## config.mk

```make
export PLATFORM = sky130hd
export DESIGN_NAME = radix_sum_digits
export DESIGN_NICKNAME = d
export VERILOG_FILES = /design/src/rtl/rsd_pkg.sv /design/src/rtl/rsd_divider.sv /design/src/rtl/radix_sum_digits.sv
export SDC_FILE = /design/constraint.sdc
export NUM_CORES = 1
export LEC_CHECK = 0
export CORE_AREA = 2 2 142 144
export CTS_CLUSTER_DIAMETER = 80
export DETAILED_ROUTE_END_ITERATION = 10
export DIE_AREA = 0 0 144 146
export DONT_BUFFER_PORTS = 1
export HOLD_SLACK_MARGIN = 0.05
export PLACE_DENSITY = 0.72
export REMOVE_ABC_BUFFERS = 1
export SYNTH_ARGS = -nofsm -noshare
export SYNTH_HDL_FRONTEND = slang
export SYNTH_SLANG_ARGS = --single-unit
```

## constraint.sdc

```tcl
create_clock -name i_clk -period 7 [get_ports i_clk]
set_input_delay 1.75 -clock i_clk [delete_from_list [all_inputs] [get_ports i_clk]]
set_output_delay 1.75 -clock i_clk [all_outputs]
set_load 0.02 [all_outputs]
```

## src/rtl/rsd_pkg.sv

```systemverilog
// Shared widths, reset values and base clamping for the radix digit converter.
package rsd_pkg;

    localparam int ADDEND_W       = 30;
    localparam int SUM_W          = ADDEND_W + 1;
    localparam int BASE_W         = 5;
    localparam int DIGIT_W        = 4;
    localparam int MAX_DIGITS_DEF = 32;

    localparam logic [BASE_W-1:0] BASE_RESET = BASE_W'(10);
    localparam logic [BASE_W-1:0] BASE_MIN   = BASE_W'(2);
    localparam logic [BASE_W-1:0] BASE_MAX   = BASE_W'(16);

    // clamp the programmed radix into 2..16
    function automatic logic [BASE_W-1:0] eff_base(input logic [BASE_W-1:0] b);
        logic [BASE_W-1:0] r;
        if (b < BASE_MIN) begin
            r = BASE_MIN;
        end else if (b > BASE_MAX) begin
            r = BASE_MAX;
        end else begin
            r = b;
        end
        return r;
    endfunction

endpackage

```

## src/rtl/rsd_divider.sv

```systemverilog
// Restoring divider, one quotient bit per cycle: sum by small radix.
module rsd_divider (
    input  logic                       i_clk,
    input  logic                       i_rst_n,
    input  logic                       i_start,
    input  logic [rsd_pkg::SUM_W-1:0]  i_dividend,
    input  logic [rsd_pkg::BASE_W-1:0] i_divisor,
    output logic                       o_done,
    output logic [rsd_pkg::SUM_W-1:0]  o_quotient,
    output logic [rsd_pkg::DIGIT_W-1:0] o_remainder
);
    import rsd_pkg::*;

    localparam int STEP_W = $clog2(SUM_W);
    localparam logic [STEP_W-1:0] LAST_STEP = STEP_W'(SUM_W - 1);

    logic                r_run;
    logic                r_done;
    logic [STEP_W-1:0]   r_step;
    logic [SUM_W-1:0]    r_q;
    logic [DIGIT_W-1:0]  r_rem;
    logic [BASE_W-1:0]   r_div;

    logic [BASE_W-1:0]   w_trial;
    logic [BASE_W-1:0]   w_diff;
    logic                w_ge;
    logic [DIGIT_W-1:0]  n_rem;

    // trial subtract; remainder stays below the divisor, so 4 bits hold it
    always_comb begin
        w_trial = {r_rem, r_q[SUM_W-1]};
        w_ge    = (w_trial >= r_div);
        w_diff  = w_trial - r_div;
        n_rem   = w_ge ? w_diff[DIGIT_W-1:0] : w_trial[DIGIT_W-1:0];
    end

    always_ff @(posedge i_clk) begin
        if (!i_rst_n) begin
            r_run  <= 1'b0;
            r_done <= 1'b0;
            r_step <= '0;
        end else begin
            r_done <= 1'b0;
            if (i_start) begin
                r_run  <= 1'b1;
                r_step <= '0;
            end else if (r_run) begin
                r_step <= r_step + STEP_W'(1);
                if (r_step == LAST_STEP) begin
                    r_run  <= 1'b0;
                    r_done <= 1'b1;
                end
            end
        end
    end

    always_ff @(posedge i_clk) begin
        if (i_start) begin
            r_q   <= i_dividend;
            r_rem <= '0;
            r_div <= i_divisor;
        end else if (r_run) begin
            r_q   <= {r_q[SUM_W-2:0], w_ge};
            r_rem <= n_rem;
        end
    end

    assign o_done      = r_done;
    assign o_quotient  = r_q;
    assign o_remainder = r_rem;

endmodule

```

## src/rtl/radix_sum_digits.sv

```systemverilog
// Top level: adds two addends and streams the sum's digits in a set radix.
//
// Use:
//   Configuration: i_cfg_we writes i_cfg_number_base (radix) at the clock
//   edge; values below 2 act as 2, above 16 as 16. Write only while idle.
//   Input: an item (i_addend_a, i_addend_b) is taken at an edge where start
//   is high and busy is low. busy stays high until the last digit is read
//   out of the digit store.
//   Output: each digit appears on o_digit_value for one cycle with o_strobe
//   high, most significant first; o_last_digit marks the least significant
//   digit. A zero sum gives the single digit 0. The receiver cannot stall,
//   so digits leave at one per cycle without back-pressure.
//   Timing: each digit costs one division of the running quotient by the
//   radix in the shared bit-serial divider: a launch, one shift step per
//   sum bit and a hand-back. An item has at most 31 digits (radix 2). The
//   divisions set an item's duration; read-out runs one digit per cycle
//   from the store.
//   Reset: synchronous, active low; returns to idle and radix 10. Digit
//   store contents are left as they are and are always rewritten first.
module radix_sum_digits #(
    parameter int MAX_DIGITS = rsd_pkg::MAX_DIGITS_DEF
) (
    input  logic                         i_clk,
    input  logic                         i_rst_n,
    input  logic                         i_cfg_we,
    input  logic [rsd_pkg::BASE_W-1:0]   i_cfg_number_base,
    input  logic                         start,
    input  logic [rsd_pkg::ADDEND_W-1:0] i_addend_a,
    input  logic [rsd_pkg::ADDEND_W-1:0] i_addend_b,
    output logic                         busy,
    output logic                         o_strobe,
    output logic [rsd_pkg::DIGIT_W-1:0]  o_digit_value,
    output logic                         o_last_digit
);
    import rsd_pkg::*;

    localparam int IDX_W = $clog2(MAX_DIGITS);
    localparam int CNT_W = $clog2(MAX_DIGITS + 1);

    typedef enum logic [3:0] {
        ST_IDLE   = 4'b0001,
        ST_LAUNCH = 4'b0010,
        ST_WAIT   = 4'b0100,
        ST_EMIT   = 4'b1000
    } t_state;

    t_state              r_state;
    logic [BASE_W-1:0]   r_number_base;
    logic [CNT_W-1:0]    r_cnt;
    logic [CNT_W-1:0]    n_cnt;
    logic [SUM_W-1:0]    r_quot;
    logic [IDX_W-1:0]    r_rd_addr;
    logic                r_strobe;
    logic                r_last;
    logic [DIGIT_W-1:0]  r_rd_data;
    logic [DIGIT_W-1:0]  r_mem [MAX_DIGITS];

    logic                w_div_start;
    logic                w_div_done;
    logic [SUM_W-1:0]    w_div_quot;
    logic [DIGIT_W-1:0]  w_div_rem;
    logic                w_accept;
    logic                w_more;

    assign w_accept    = start && (r_state == ST_IDLE);
    assign w_div_start = (r_state == ST_LAUNCH);
    assign n_cnt       = r_cnt + CNT_W'(1);
    // another division only while the quotient is nonzero and room is left
    assign w_more      = (w_div_quot != '0) && (n_cnt != CNT_W'(MAX_DIGITS));

    rsd_divider u_div (
        .i_clk       (i_clk),
        .i_rst_n     (i_rst_n),
        .i_start     (w_div_start),
        .i_dividend  (r_quot),
        .i_divisor   (eff_base(r_number_base)),
        .o_done      (w_div_done),
        .o_quotient  (w_div_quot),
        .o_remainder (w_div_rem)
    );

    // control
    always_ff @(posedge i_clk) begin
        if (!i_rst_n) begin
            r_state       <= ST_IDLE;
            r_number_base <= BASE_RESET;
            r_cnt         <= '0;
            r_strobe      <= 1'b0;
        end else begin
            r_strobe <= 1'b0;
            if (i_cfg_we) begin
                r_number_base <= i_cfg_number_base;
            end
            unique case (r_state)
                ST_IDLE: begin
                    if (w_accept) begin
                        r_cnt   <= '0;
                        r_state <= ST_LAUNCH;
                    end
                end
                ST_LAUNCH: begin
                    r_state <= ST_WAIT;
                end
                ST_WAIT: begin
                    if (w_div_done) begin
                        r_cnt   <= n_cnt;
                        r_state <= w_more ? ST_LAUNCH : ST_EMIT;
                    end
                end
                ST_EMIT: begin
                    r_strobe <= 1'b1;
                    if (r_rd_addr == '0) begin
                        r_state <= ST_IDLE;
                    end
                end
                default: begin
                    r_state <= ST_IDLE;
                end
            endcase
        end
    end

    // datapath: running quotient, read pointer, last flag
    always_ff @(posedge i_clk) begin
        if (!i_rst_n) begin
            r_quot <= '0;
        end else if (w_accept) begin
            r_quot <= SUM_W'(i_addend_a) + SUM_W'(i_addend_b);
        end else if ((r_state == ST_WAIT) && w_div_done) begin
            r_quot    <= w_div_quot;
            r_rd_addr <= r_cnt[IDX_W-1:0];
        end else if (r_state == ST_EMIT) begin
            r_rd_addr <= r_rd_addr - IDX_W'(1);
        end
        r_last <= (r_rd_addr == '0);
    end

    // digit store: written least significant first, read back in reverse
    always_ff @(posedge i_clk) begin
        if ((r_state == ST_WAIT) && w_div_done) begin
            r_mem[r_cnt[IDX_W-1:0]] <= w_div_rem;
        end
    end

    always_ff @(posedge i_clk) begin
        r_rd_data <= r_mem[r_rd_addr];
    end

    assign busy          = (r_state != ST_IDLE);
    assign o_strobe      = r_strobe;
    assign o_digit_value = r_rd_data;
    assign o_last_digit  = r_last;

endmodule

```

==> results of run 1 <==
==> logic make-up (layout without fill, tap and decap cells) <==
| logic type | count (synthesis) | in the layout | synth area share |
|---|---|---|---|
| mux | 62 | 62 | 0.09826 |
| buf+inv | 82 | 80 | 0.02803 |
| simple gates | 379 | 379 | 0.1456 |
| xor+xnor | 27 | 27 | 0.02061 |
| fa+ha+maj | 45 | 45 | 0.05039 |
| flops | 232 | 232 | 0.5523 |
| compound gates | 187 | 187 | 0.1048 |
==> area by class of cell <==
| class | count | area (um2) | area share |
|---|---|---|---|
| inverter | 26 | 97.59 | 0.007859 |
| multi-input combinational | 700 | 4815 | 0.3877 |
| tap | 265 | 331.6 | 0.02670 |
| sequential | 232 | 6336 | 0.5102 |
| clock inverter | 7 | 58.81 | 0.004736 |
| timing repair buffer | 11 | 82.58 | 0.006650 |
| clock buffer | 36 | 696.9 | 0.05612 |
==> path summary, 6_finish.rpt <==
check,cells after the start,endpoint,startpoint
hold reg to reg,2,r_quot[2],r_quot[2]
hold / removal,2,r_quot[2],r_quot[2]
setup / recovery,10,r_quot[26],i_addend_a[0]
setup reg to reg,4,o_digit_value[0],r_rd_addr[0]
==> metrics by stage <==
step           worst slack, ns  total power [uW]  area [um2]
6_report                 3.394              3339       12420
5_1_grt                  3.240              3467       12420
4_1_cts                  3.382              3351       12420
3_5_place_dp             2.873              2147       11660
3_3_place_gp             2.931              2136       11660
2_1_floorplan            3.215              2001       11250
==> placed cells by master, fill, tap and decap left out, types with 25 or more instances in the layout <==
cell and n:
edfxtp_1 169, dfxtp_1 63, o21ai_0 36, clkbuf_16 25
a21oi_1 63, ha_1 43, nand2_1 188, mux4_2 40
inv_1 26, nor2_1 94
==> synthesized netlist by cell type, types with 3 or more instances <==
cell type,number,area [um2]
a211o_1,3,26.28
a211oi_1,8,60.06
a21boi_0,3,22.52
a21o_1,17,127.6
a21oi_1,63,315.3
a311oi_1,9,78.83
a31o_2,3,26.28
a31oi_1,4,25.02
and3_1,8,50.05
buf_1,8,30.03
buf_2,8,40.04
clkbuf_1,39,146.4
dfxtp_1,63,1261
edfxtp_1,169,5075
ha_1,43,538.0
inv_1,26,97.59
mux2_2,5,56.30
mux2i_1,17,170.2
mux4_2,40,900.9
nand2_1,188,705.7
nand2b_1,3,18.77
nand3_1,16,80.08
nand3b_1,7,52.55
nand4_1,17,106.4
nor2_1,94,352.8
nor2b_1,5,31.28
nor3_1,11,55.05
nor4_1,9,56.30
o2111ai_1,4,35.03
o211ai_1,5,37.54
o21a_1,5,37.54
o21ai_0,36,180.2
o21bai_1,4,30.03
o22ai_1,6,37.54
or2_2,3,18.77
or3_1,3,18.77
xnor2_1,8,70.07
xor2_1,19,166.4
==> metal layers <==
layer,share of wire,track usage,vias to the layer above,wire length [um]
li1,-,-,3713,-
met4,0.016,0.05196,0,385
met2,0.49,0.3950,251,12010
met5,0,0,-,0
met3,0.054,0.02731,35,1319
met1,0.44,0.3184,3706,10670
==> worst max-delay path, cell delays in order <==
cell	delay [ns]
ha_1	0.15
inv_1	0.06
fa_1	0.40
nor2b_1	0.20
o211ai_1	0.15
a211o_1	0.32
a311oi_2	0.35
o21ai_1	0.12
and3_1	0.18
o311a_1	0.31
==> power by group <==
group	leakage [uW]	internal, uW	switching, uW
clock network	0.000366	721	496
registers	0.00205	1630	74.5
logic	0.00203	151	269
total	0.00445	2500	840
==> registers in the layout, indices dropped and copies added, names as in the netlist, 5 cells and up <==
signal            count
u_div.r_step          5
r_number_base         5
r_cnt                 6
r_rd_addr             5
u_div.o_quotient     31
r_quot               31
r_mem               128
u_div.r_div           5
==> flow_summary.yaml, run 1 <==
clock_network:
  cts_tree: "built"
  clkSlewWorstSetupHoldPaths_ns: 0.06
  root_buffer: "clkbuf_16"
  clk_latency_ns: 0.51
  cts_hold_buf: 0
  postCtsSetupRepairBufs: 0
  cts_inserted_buffers: 24
  clockBufferDepth: 3
  cts.sinks: 232
  htree_levels: 1
  post_cts_resized: 0
die:
  dieArea_mm2: 0.02102
  core-area_mm2: 0.01933
  pin_count: 76
  die_y_um: 146
  num_rows: 51
  initial_core_util: 0.5933
  fp.dieW_um: 144
sta:
  fin_skew_ns: 0.02042
  setup_viol: 0
  finalCritPeriodShare: 0.5151
  tightestPinTransition_ns: 1.230
  rsz0062_at_grt: "no"
  slew_viol_final: 0
  holdWs_ns: 0.4856
  hold_viol_final: 0
  final.setup.tns_ns: 0
  fmax_ghz: 0.2773
  fin_crit_ns: 3.606
  relSlewSlack: 0.1792
placement:
  dp_cells: 1234
  numPortBuffers: 0
  dp_hpwl_um: 16450
  gp_congestion: 0.8896
yosys:
  yosys_warnings: 0
  synth.ff_latch_count: 232
  synthArstFlopShare: 0
  synth_enable_flop_cells: 169
  synth_ff_type: "edfxtp_1"
  ys_types: 66
  synth_area_mm2: 0.01147
  seq_area_frac_synth: 0.5523
  synth.avg_cell_area_um2: 11.31
  netlist_instances: 1014
routing:
  drt_iter0_markers: 601
  drt_pass1_iterations: 5
  route.detailed.drc: 0
  ant_nets: 0
  num_vias: 7705
  wirelength_um: 24380
  via_per_inst: 6.034
  avgRoutedWirePerCell_um: 19.09
layout:
  layout-drive-gt1-share: 0.09881
  fin_util: 0.6423
  nNetsFinal: 1109
  antenna_cells: 0
  syn2layout_area_growth_pct: 8.246
  nFillCells: 1535
  stdcell_count: 1277
power:
  leakage_uw: 0.004450
  powerDensity_mw_per_mm2: 268.8
  peakVddDrop_mv: 0.2048
worst_setup_path:
  worstPathArrival_ns: 3.99
  critPathMaxFanout: 3
  reg2reg_setup_slack_ns: 3.97
  worstSetupEndpointType: "flop"
  crit_path_start_kind: "primary input"
  crit_type: "in2reg"
  worstPathRequired_ns: 7.39
global_routing:
  grt.total_usage: 0.2312
  grt_pass1_vias: 7376
  grt_pass1_wl_um: 38630
  grt_start_max_net_pins: 44
  overflow: 0
  antenna_found_initial: 0
hold_path:
  min_path_type: "reg2reg"
run:
  cap_violations: 0
run_status:
  status: "completed"
Power figures use the tool's default switching activity.
==> inputs of run 2 (changes only) <==
==> constraint.sdc (replaced) <==
create_clock -name i_clk -period 3.33 [get_ports i_clk]
set_input_delay 0.8325 -clock i_clk [delete_from_list [all_inputs] [get_ports i_clk]]
set_output_delay 0.8325 -clock i_clk [all_outputs]
set_load 0.02 [all_outputs]
==> flow_summary.yaml, run 2 (synthesis results as in run 1) <==
run_status:
  status: "completed"
die:
  initial_core_util: 0.5933
  fp.dieW_um: 144
  pin_count: 76
  die_y_um: 146
  num_rows: 51
  core-area_mm2: 0.01933
  dieArea_mm2: 0.02102
run:
  cap_violations: 0
routing:
  wl_met1_um: 10130
  ant_nets: 0
  route.detailed.drc: 0
  top_layer: "met4"
  wl_met2_um: 12440
  wirelength_um: 24740
  drt_pass1_iterations: 5
  drt_iter0_markers: 700
  dr_wl_met3_um: 1562
  via_per_inst: 6.148
  num_vias: 7900
  avgRoutedWirePerCell_um: 19.25
worst_setup_path:
  worstPathArrival_ns: 3.09
  worstPathRequired_ns: 3.72
  worstSetupEndpointType: "flop"
  reg2reg_setup_slack_ns: 0.76
  worstSetupStartpoint: "i_addend_a[0]"
  critPathMaxFanout: 3
  worstRegToRegCells: 4
  rr_endpoint: "r_mem[3][1]"
  reg2reg_from: "r_state[1]"
  crit_path_start_kind: "primary input"
  crit_type: "in2reg"
hold_path:
  holdCritStartpoint: "i_rst_n"
  min_path_type: "in2reg"
  hold_depth: 1
  worstHoldEndpoint: "r_number_base[1]"
clock_network:
  cts.sinks: 232
  clkSlewWorstSetupHoldPaths_ns: 0.06
  clk_latency_ns: 0.51
  clockBufferDepth: 3
  cts_tree: "built"
  postCtsSetupRepairBufs: 0
  htree_levels: 1
  post_cts_resized: 0
  root_buffer: "clkbuf_16"
  cts_inserted_buffers: 24
  cts_hold_buf: 0
sta:
  setup_viol: 0
  rsz0062_at_grt: "no"
  fin_skew_ns: 0.008295
  finalCritPeriodShare: 0.8095
  fmax_ghz: 0.3710
  slew_viol_final: 0
  hold_viol_final: 0
  relSlewSlack: 0.4161
  tightestPinTransition_ns: 0.8637
  final.setup.tns_ns: 0
  fin_crit_ns: 2.695
placement:
  dp_hpwl_um: 16740
  dp_cells: 1240
  numPortBuffers: 0
  gp_congestion: 0.9090
layout:
  layout-drive-gt1-share: 0.1109
  nNetsFinal: 1115
  stdcell_count: 1285
  fin_util: 0.6506
  syn2layout_area_growth_pct: 9.641
  largest_reg_flops: 128
  mostFrequentLayoutCell: "nand2_1"
  layout.cells.most_common_list: "nand2_1 (188), edfxtp_1 (169), nor2_1 (94), a21oi_1 (63), dfxtp_1 (63)"
power:
  leakage_uw: 0.004532
  internal_power_uw: 5502
  powerDensity_mw_per_mm2: 580.8
  peakVddDrop_mv: 0.3166
  clockPowerShare: 0.388
  power.switching_uw: 1804
  sw_frac_of_total: 0.2469
  p_seq_frac: 0.476
  combPwrFrac: 0.136
global_routing:
  grt_pass1_wl_um: 39200
  grt.total_usage: 0.2341
  antenna_found_initial: 1
  overflow: 0
  grt_pass1_vias: 7630
  grt_start_max_net_pins: 39
==> run 2: cell types whose count changed in the layout (fill, tap and decap cells not counted) <==
cell / previous run / this run
clkinv_1: 3 / 1
diode_2: 0 / 1
clkinv_4: 0 / 2
clkbuf_16: 25 / 26
clkbuf_1: 8 / 4
clkbuf_8: 3 / 1
bufinv_16: 1 / 4
clkinv_2: 2 / 4
buf_4: 11 / 16
buf_12: 0 / 1
clkinvlp_4: 1 / 2
==> run 2: layout make-up <==
cell class / instances / area, um2
Fill cell: 1478 / 6756
Tap cell: 265 / 331.6
Timing Repair Buffer: 17 / 140.1
Multi-Input combinational cell: 700 / 4815
Clock inverter: 13 / 176.4
Antenna cell: 1 / 2.502
Clock buffer: 31 / 679.4
Sequential cell: 232 / 6336
Inverter: 26 / 97.59
==> run 2: how the worst max path moves through the flow <==
stage,endpoint,slack (ns),depth (start not counted)
floorplan,o_digit_value[0],0.41,3
finish,r_quot[26],0.63,10
detailed placement,r_quot[26],0.12,10
global placement,r_quot[26],0.19,10
global route,r_quot[26],0.55,10
CTS,r_quot[26],0.65,10
==> run 2: power by group through the flow <==
stage	logic, uW	clock network [uW]	registers [uW]
6_report	995	2830	3480
5_1_grt	1110	2970	3490
3_3_place_gp	963	0	3530
3_5_place_dp	989	0	3540
4_1_cts	994	2880	3480
2_1_floorplan	572	0	3630
==> run 2: per-layer routing <==
layer / track usage / vias to the layer above
li1: - / 3725
met1: 0.3079 / 3809
met2: 0.4069 / 311
met3: 0.03126 / 55
met4: 0.06520 / 0
met5: 0 / -
==> run 2: critical path: stages <==
cell and delay, ns:
ha_1 0.15, inv_1 0.06, fa_1 0.40, nor2b_1 0.22
o211ai_1 0.14, a211o_1 0.32, a311oi_2 0.34, o21ai_1 0.12
and3_1 0.17, o311a_1 0.32
==> run 2: stage by stage <==
stage | area, um2 | hold WS (ns) | setup slack (ns) | power, uW
floorplan | 11250 | 0.4517 | 0.4057 | 4205
global placement | 11720 | 0.4709 | 0.1853 | 4496
detailed placement | 11720 | 0.4801 | 0.1177 | 4526
CTS | 12580 | 0.3679 | 0.6502 | 7348
global route | 12580 | 0.3805 | 0.5456 | 7576
finish | 12580 | 0.3853 | 0.6345 | 7306
